[src/hdl/lcp_div_pipe.sv]
module lcp_div_pipe #(
  parameter int LANES  = 1,
  parameter int DEN_W  = 8,
  parameter int Q_W    = 8,
  parameter int SIDE_W = 1
) (
  input  logic                                clk_i,
  input  logic                                rst_ni,
  input  logic                                en_i,
  input  logic                                valid_i,
  input  logic [LANES-1:0][DEN_W+Q_W-1:0]     num_i,
  input  logic [LANES-1:0][DEN_W-1:0]         den_i,
  input  logic [SIDE_W-1:0]                   side_i,
  output logic                                valid_o,
  output logic [LANES-1:0][Q_W-1:0]           quot_o,
  output logic [SIDE_W-1:0]                   side_o
);

  // Restoring divider, one quotient bit per stage, MSB first.
  // Numerator must be below den * 2^Q_W.
  localparam int RemW = DEN_W + Q_W;

  logic                             valid_q [Q_W];
  logic [LANES-1:0][RemW-1:0]       rem_q   [Q_W];
  logic [LANES-1:0][DEN_W-1:0]      den_q   [Q_W];
  logic [LANES-1:0][Q_W-1:0]        quot_q  [Q_W];
  logic [SIDE_W-1:0]                side_q  [Q_W];

  for (genvar k = 0; k < Q_W; k++) begin : g_step
    localparam int Bit = Q_W - 1 - k;

    logic                       valid_in;
    logic [LANES-1:0][RemW-1:0] rem_in, rem_d;
    logic [LANES-1:0][DEN_W-1:0] den_in;
    logic [LANES-1:0][Q_W-1:0]  quot_in, quot_d;
    logic [SIDE_W-1:0]          side_in;

    if (k == 0) begin : g_first
      assign valid_in = valid_i;
      assign rem_in   = num_i;
      assign den_in   = den_i;
      assign quot_in  = '0;
      assign side_in  = side_i;
    end else begin : g_next
      assign valid_in = valid_q[k-1];
      assign rem_in   = rem_q[k-1];
      assign den_in   = den_q[k-1];
      assign quot_in  = quot_q[k-1];
      assign side_in  = side_q[k-1];
    end

    // trial subtract of den shifted to this bit
    always_comb begin
      logic [RemW-1:0] trial;
      rem_d  = rem_in;
      quot_d = quot_in;
      for (int l = 0; l < LANES; l++) begin
        trial = RemW'(den_in[l]) << Bit;
        if (rem_in[l] >= trial) begin
          rem_d[l]       = rem_in[l] - trial;
          quot_d[l][Bit] = 1'b1;
        end
      end
    end

    always_ff @(posedge clk_i or negedge rst_ni) begin
      if (!rst_ni) begin
        valid_q[k] <= 1'b0;
      end else if (en_i) begin
        valid_q[k] <= valid_in;
      end
    end

    always_ff @(posedge clk_i) begin
      if (en_i) begin
        rem_q[k]  <= rem_d;
        den_q[k]  <= den_in;
        quot_q[k] <= quot_d;
        side_q[k] <= side_in;
      end
    end
  end

  assign valid_o = valid_q[Q_W-1];
  assign quot_o  = quot_q[Q_W-1];
  assign side_o  = side_q[Q_W-1];

endmodule

[config.mk]
export PLATFORM = sky130hd
export DESIGN_NAME = lcp_div_pipe
export DESIGN_NICKNAME = d
export VERILOG_FILES = /design/src/hdl/lcp_div_pipe.sv
export SDC_FILE = /design/constraint.sdc
export NUM_CORES = 1
export LEC_CHECK = 0
export ABC_AREA = 1
export BUFFER_PORTS_ARGS = -buffer_cell sky130_fd_sc_hd__buf_4
export CAP_MARGIN = 30
export CORE_MARGIN = 2
export CORE_UTILIZATION = 35
export CTS_CLUSTER_SIZE = 10
export DETAILED_ROUTE_END_ITERATION = 16
export PLACE_DENSITY = 0.6
export SLEW_MARGIN = 25
export SYNTH_ARGS = -nofsm -noshare
export SYNTH_HDL_FRONTEND = slang
export SYNTH_SLANG_ARGS = --single-unit
[constraint.sdc]
create_clock -name clk_i -period 2.1 [get_ports clk_i]
set_input_delay 0.42 -clock clk_i [delete_from_list [all_inputs] [get_ports clk_i]]
set_output_delay 0.42 -clock clk_i [all_outputs]
set_load 0.01 [all_outputs]
==> impl_metrics.xml <==
<?xml version="1.0" encoding="UTF-8"?>
<metrics>
  <group name="timing">
    <metric name="fin_setup_tns" unit="ns">0</metric>
    <metric name="finalHoldWorstSlack" unit="ns">0.0680</metric>
    <metric name="post-route-worst-setup-slack" unit="ns">0.115</metric>
    <metric name="finalSetupViolCount" unit="">0</metric>
    <metric name="clock.fmax" unit="MHz">504</metric>
    <metric name="final_period_minus_worst_setup_slack" unit="ns">1.99</metric>
    <metric name="fin_worst_skew" unit="ns">0.0170</metric>
    <metric name="slew_viol_final" unit="">0</metric>
    <metric name="tightest_slew" unit="ns">0.430</metric>
    <metric name="slew_headroom" unit="">0.713</metric>
    <metric name="final.period_utilization" unit="">0.945</metric>
    <metric name="report.final.hold_viol_count" unit="">0</metric>
  </group>
  <group name="global_routing">
    <metric name="grt_pass1_vias" unit="">8603</metric>
    <metric name="grt_antenna_before_repair" unit="">0</metric>
    <metric name="global_route.usage.total" unit="">0.134</metric>
    <metric name="overflow" unit="">0</metric>
    <metric name="grt_max_degree" unit="">57</metric>
    <metric name="grt_first_pass_wirelength" unit="um">39700</metric>
  </group>
  <group name="final_layout">
    <metric name="multiInputGateArea" unit="um2">4640</metric>
    <metric name="ff_latch_area" unit="um2">6570</metric>
    <metric name="finish.net_count" unit="">1539</metric>
    <metric name="post_route_cells_drive_above_1_share" unit="">0.114</metric>
    <metric name="num_antenna_cells" unit="">0</metric>
    <metric name="fillers" unit="">3301</metric>
    <metric name="area_delta_synth_final" unit="%">17.3</metric>
  </group>
  <group name="setup_path">
    <metric name="timing.critical_path.slowest_stage_cell" unit="">edfxtp_1</metric>
    <metric name="path_class" unit="">flip-flop to flip-flop</metric>
    <metric name="cp_common_cell" unit="">nand2_1</metric>
    <metric name="crit_path_max_fanout" unit="">9</metric>
    <metric name="worstPathRequired" unit="ns">2.38</metric>
    <metric name="critPathBufInv" unit="">2</metric>
    <metric name="worstPathCellList" unit="">ha_1 &gt; nand2_2 &gt; nor2_1 &gt; inv_1 &gt; nor2_1 &gt; nand2_1 &gt; nand3_2 &gt; inv_2 &gt; nand2_1 &gt; nand2_1</metric>
    <metric name="timing.critical_path.to_type" unit="">flip-flop</metric>
    <metric name="worstSetupStartpointType" unit="">flip-flop</metric>
    <metric name="worst-r2r-setup-slack" unit="ns">0.11</metric>
    <metric name="critical_path_arrival" unit="ns">2.27</metric>
    <metric name="worst-r2r-cell-count" unit="">10</metric>
    <metric name="cp_slowest_stage_delay" unit="ns">0.40</metric>
    <metric name="r2r-start" unit="">rem_q[3][7]$_DFFE_PP_</metric>
    <metric name="path_delay_family" unit="">simple AND/OR/NAND/NOR gates</metric>
    <metric name="r2r-end" unit="">rem_q[4][7]$_DFFE_PP_</metric>
  </group>
  <group name="routing">
    <metric name="vias_per_cell" unit="">4.54</metric>
    <metric name="final_antenna_net_count" unit="">0</metric>
    <metric name="route.detailed.drc" unit="">0</metric>
    <metric name="drt-wirelength-per-cell" unit="um">12.5</metric>
    <metric name="totalWireLength" unit="um">23700</metric>
    <metric name="detailedRoute.firstIterationViolations" unit="">423</metric>
    <metric name="firstDrtPassIters" unit="">5</metric>
    <metric name="vias" unit="">8599</metric>
  </group>
  <group name="logic_synthesis">
    <metric name="synth.yosys.warnings" unit="">0</metric>
    <metric name="number_of_distinct_library_cells_after_synthesis" unit="">38</metric>
    <metric name="synth.mux.area_fraction" unit="">0.00187</metric>
    <metric name="yosys.area_share.adder" unit="">0.0780</metric>
    <metric name="synthesis.area_per_instance" unit="um2">9.06</metric>
    <metric name="synth_compound_area_frac" unit="">0.0390</metric>
    <metric name="post_synth_xor_area_fraction" unit="">0.0211</metric>
    <metric name="mappedNetlistArea" unit="um2">12100</metric>
    <metric name="synth_fp_nets" unit="">1432</metric>
    <metric name="synth_cells" unit="">1332</metric>
    <metric name="simple_gate_share_of_the_synthesized_area" unit="">0.236</metric>
    <metric name="largest_family_of_logic_cells_by_synthesized_area" unit="">simple AND/OR/NAND/NOR gates</metric>
    <metric name="sequential_area_share_after_synthesis" unit="">0.544</metric>
    <metric name="post-synth-top-area-fraction" unit="">0.528</metric>
    <metric name="number_of_flip_flops_and_latches_in_the_synthesized_netlist" unit="">220</metric>
    <metric name="post-synth-top-area-cell" unit="">edfxtp_1</metric>
    <metric name="synth.area.top_cells" unit="">edfxtp_1 (53%), nand2_1 (13%), inv_1 (7.2%)</metric>
  </group>
  <group name="min_path">
    <metric name="worst_hold_path.endpoint" unit="">side_q[0][0]$_DFFE_PP_</metric>
    <metric name="hold_path.startpoint" unit="">side_i</metric>
    <metric name="hold_depth" unit="">1</metric>
    <metric name="timing.hold.worst.class" unit="">input port to flip-flop</metric>
  </group>
  <group name="power">
    <metric name="power.share.switching" unit="">0.321</metric>
    <metric name="pwr-share-comb" unit="">0.309</metric>
    <metric name="p_leak" unit="uW">0.00648</metric>
    <metric name="net-switching-power" unit="uW">4850</metric>
    <metric name="ir_drop" unit="uV">630</metric>
    <metric name="clock_power_share" unit="">0.282</metric>
    <metric name="p_per_area" unit="nW/um2">1070</metric>
    <metric name="internal-power" unit="uW">10300</metric>
    <metric name="power.sequential.fraction" unit="">0.409</metric>
  </group>
  <group name="die">
    <metric name="die-height" unit="um">190</metric>
    <metric name="starting_density" unit="">0.358</metric>
    <metric name="coreArea" unit="um2">33700</metric>
    <metric name="floorplan.die_area" unit="um2">36000</metric>
    <metric name="floorplan.io_pins" unit="">39</metric>
    <metric name="die_x" unit="um">190</metric>
    <metric name="placement_rows" unit="">67</metric>
  </group>
  <group name="placed_design">
    <metric name="hpwlAfterDp" unit="um">18200</metric>
    <metric name="portBuffers" unit="">38</metric>
    <metric name="pre_cts_setup_slack" unit="ns">0.0316</metric>
    <metric name="gp_congestion" unit="">0.855</metric>
  </group>
  <group name="outcome">
    <metric name="run_status" unit="">finished clean</metric>
  </group>
  <group name="clocking">
    <metric name="cts_made_buffers" unit="">27</metric>
    <metric name="cts_max_path_buffers" unit="">3</metric>
    <metric name="clock_tree.htree_level_count" unit="">1</metric>
    <metric name="clock_transition_at_the_registers_of_the_reported_paths" unit="ns">0.05</metric>
    <metric name="cts_tree" unit="">yes</metric>
    <metric name="clk_latency" unit="ns">0.53</metric>
    <metric name="clock_sink_count" unit="">220</metric>
    <metric name="clockRootBuffer" unit="">clkbuf_16</metric>
  </group>
  <group name="run">
    <metric name="maxCapViolations" unit="">0</metric>
  </group>
</metrics>
-- metal layers --
metal	part of all wire	vias up	track usage	routed length (um)
met5	0	-	0	0
met4	0.036	0	0.0516	850
met3	0.029	54	0.0192	684
met2	0.53	125	0.260	12600
met1	0.40	3897	0.147	9520
li1	-	4523	-	-
-- area by class of cell --
type                            instances  share of cell area
Clock buffer                           28              0.0480
Clock inverter                          7             0.00787
Inverter                              235              0.0623
Multi-Input combinational cell        870               0.328
Sequential cell                       220               0.464
Tap cell                              448              0.0396
Timing Repair Buffer                   85              0.0502
-- cell usage after synthesis --
master / count
fa_1: 7
o31a_1: 1
a21o_1: 1
inv_2: 4
nand2_2: 5
or2_2: 3
dfrtp_1: 8
nand3b_1: 10
nand2_1: 432
o21ai_2: 2
o21ai_0: 25
nand3_2: 3
nor4_1: 2
edfxtp_1: 212
ha_1: 64
nor3_1: 5
o21a_1: 1
nor2_2: 2
o21ai_1: 6
xor2_1: 17
o21bai_1: 3
inv_1: 231
mux2_2: 2
o211ai_1: 2
nor2_1: 108
and2_1: 1
buf_6: 6
a21oi_4: 1
nor3_2: 1
a21oi_1: 44
nand4_1: 17
clkbuf_1: 1
buf_4: 2
and3_1: 1
nand3_1: 85
nor2_4: 3
xnor2_1: 12
nand2_4: 2
-- power by group through the flow --
stage	registers, uW	logic [uW]	clock network (uW)
3_3_place_gp	6260	4500	0
5_1_grt	6270	5390	4550
3_5_place_dp	6270	4560	0
6_report	6190	4670	4260
2_1_floorplan	6130	3370	0
4_1_cts	6190	4580	4390
-- per-stage QoR --
step	std cells	instance area, um2	utilization	total power, uW
after floorplan	1332	12100	-	9500
after global placement	1853	13200	0.392	10800
after detailed placement	1853	13200	0.392	10800
after CTS	1889	14000	0.416	15200
after global routing	1893	14200	0.420	16200
final	1893	14200	0.420	15100
-- state kept, by name, indices dropped and copies added, names as in the netlist --
| name | cells |
|---|---|
| rem_q | 112 |
| den_q | 56 |
| quot_q | 36 |
| side_q | 8 |
| g_step.valid_in | 7 |
| valid_o | 1 |
-- cell usage in the layout, fill, tap and decap left out, types with 3 or more instances in the layout --
cell       instances
bufinv_16          3
ha_2               3
xnor2_1           12
a21oi_1           44
o21ai_1            7
dfrtp_1            8
o21ai_0           24
inv_2              5
xor2_1            17
inv_1            230
clkbuf_16         27
nand2_1          430
or2_2              3
buf_12             5
nand2_2            7
nor2_2             4
fa_2               4
edfxtp_1         212
buf_4             78
nand3b_1          10
o21bai_1           3
nor2_4             4
nand4_1           17
ha_1              58
nor3_1             5
nor2_1           107
nand3_2            8
nand3_1           80
ha_4               3
fa_1               3
-- worst max path at each step --
stage | startpoint | to | cells past startpoint
finish | rem_q[3][7]$_DFFE_PP_ | rem_q[4][7]$_DFFE_PP_ | 10
detailed placement | rem_q[0][6]$_DFFE_PP_ | rem_q[1][12]$_DFFE_PP_ | 10
global route | den_q[2][6]$_DFFE_PP_ | rem_q[3][4]$_DFFE_PP_ | 9
floorplan | num_i[7] | rem_q[0][13]$_DFFE_PP_ | 9
global placement | rem_q[0][11]$_DFFE_PP_ | rem_q[1][13]$_DFFE_PP_ | 9
CTS | rem_q[0][6]$_DFFE_PP_ | rem_q[1][12]$_DFFE_PP_ | 10
-- repair_timing --
item                                    CTS  global route
buffers inserted                          0             2
resized for setup                         0            22
hold endpoints to repair                  8             0
hold buffers                              1             0
endpoints found under the setup margin    0            44
-- kinds of logic (layout without fill, tap and decap cells) --
group	Yosys count	count (layout)
adders and majority gates	71	71
and+or+nand+nor	680	682
buffers and inverters	244	355
muxes	2	2
xor gates and xnor gates	29	29
DFF	220	220
AOI/OAI and AO/OA	86	86
Note: power is estimated with default switching activity, not from simulation.
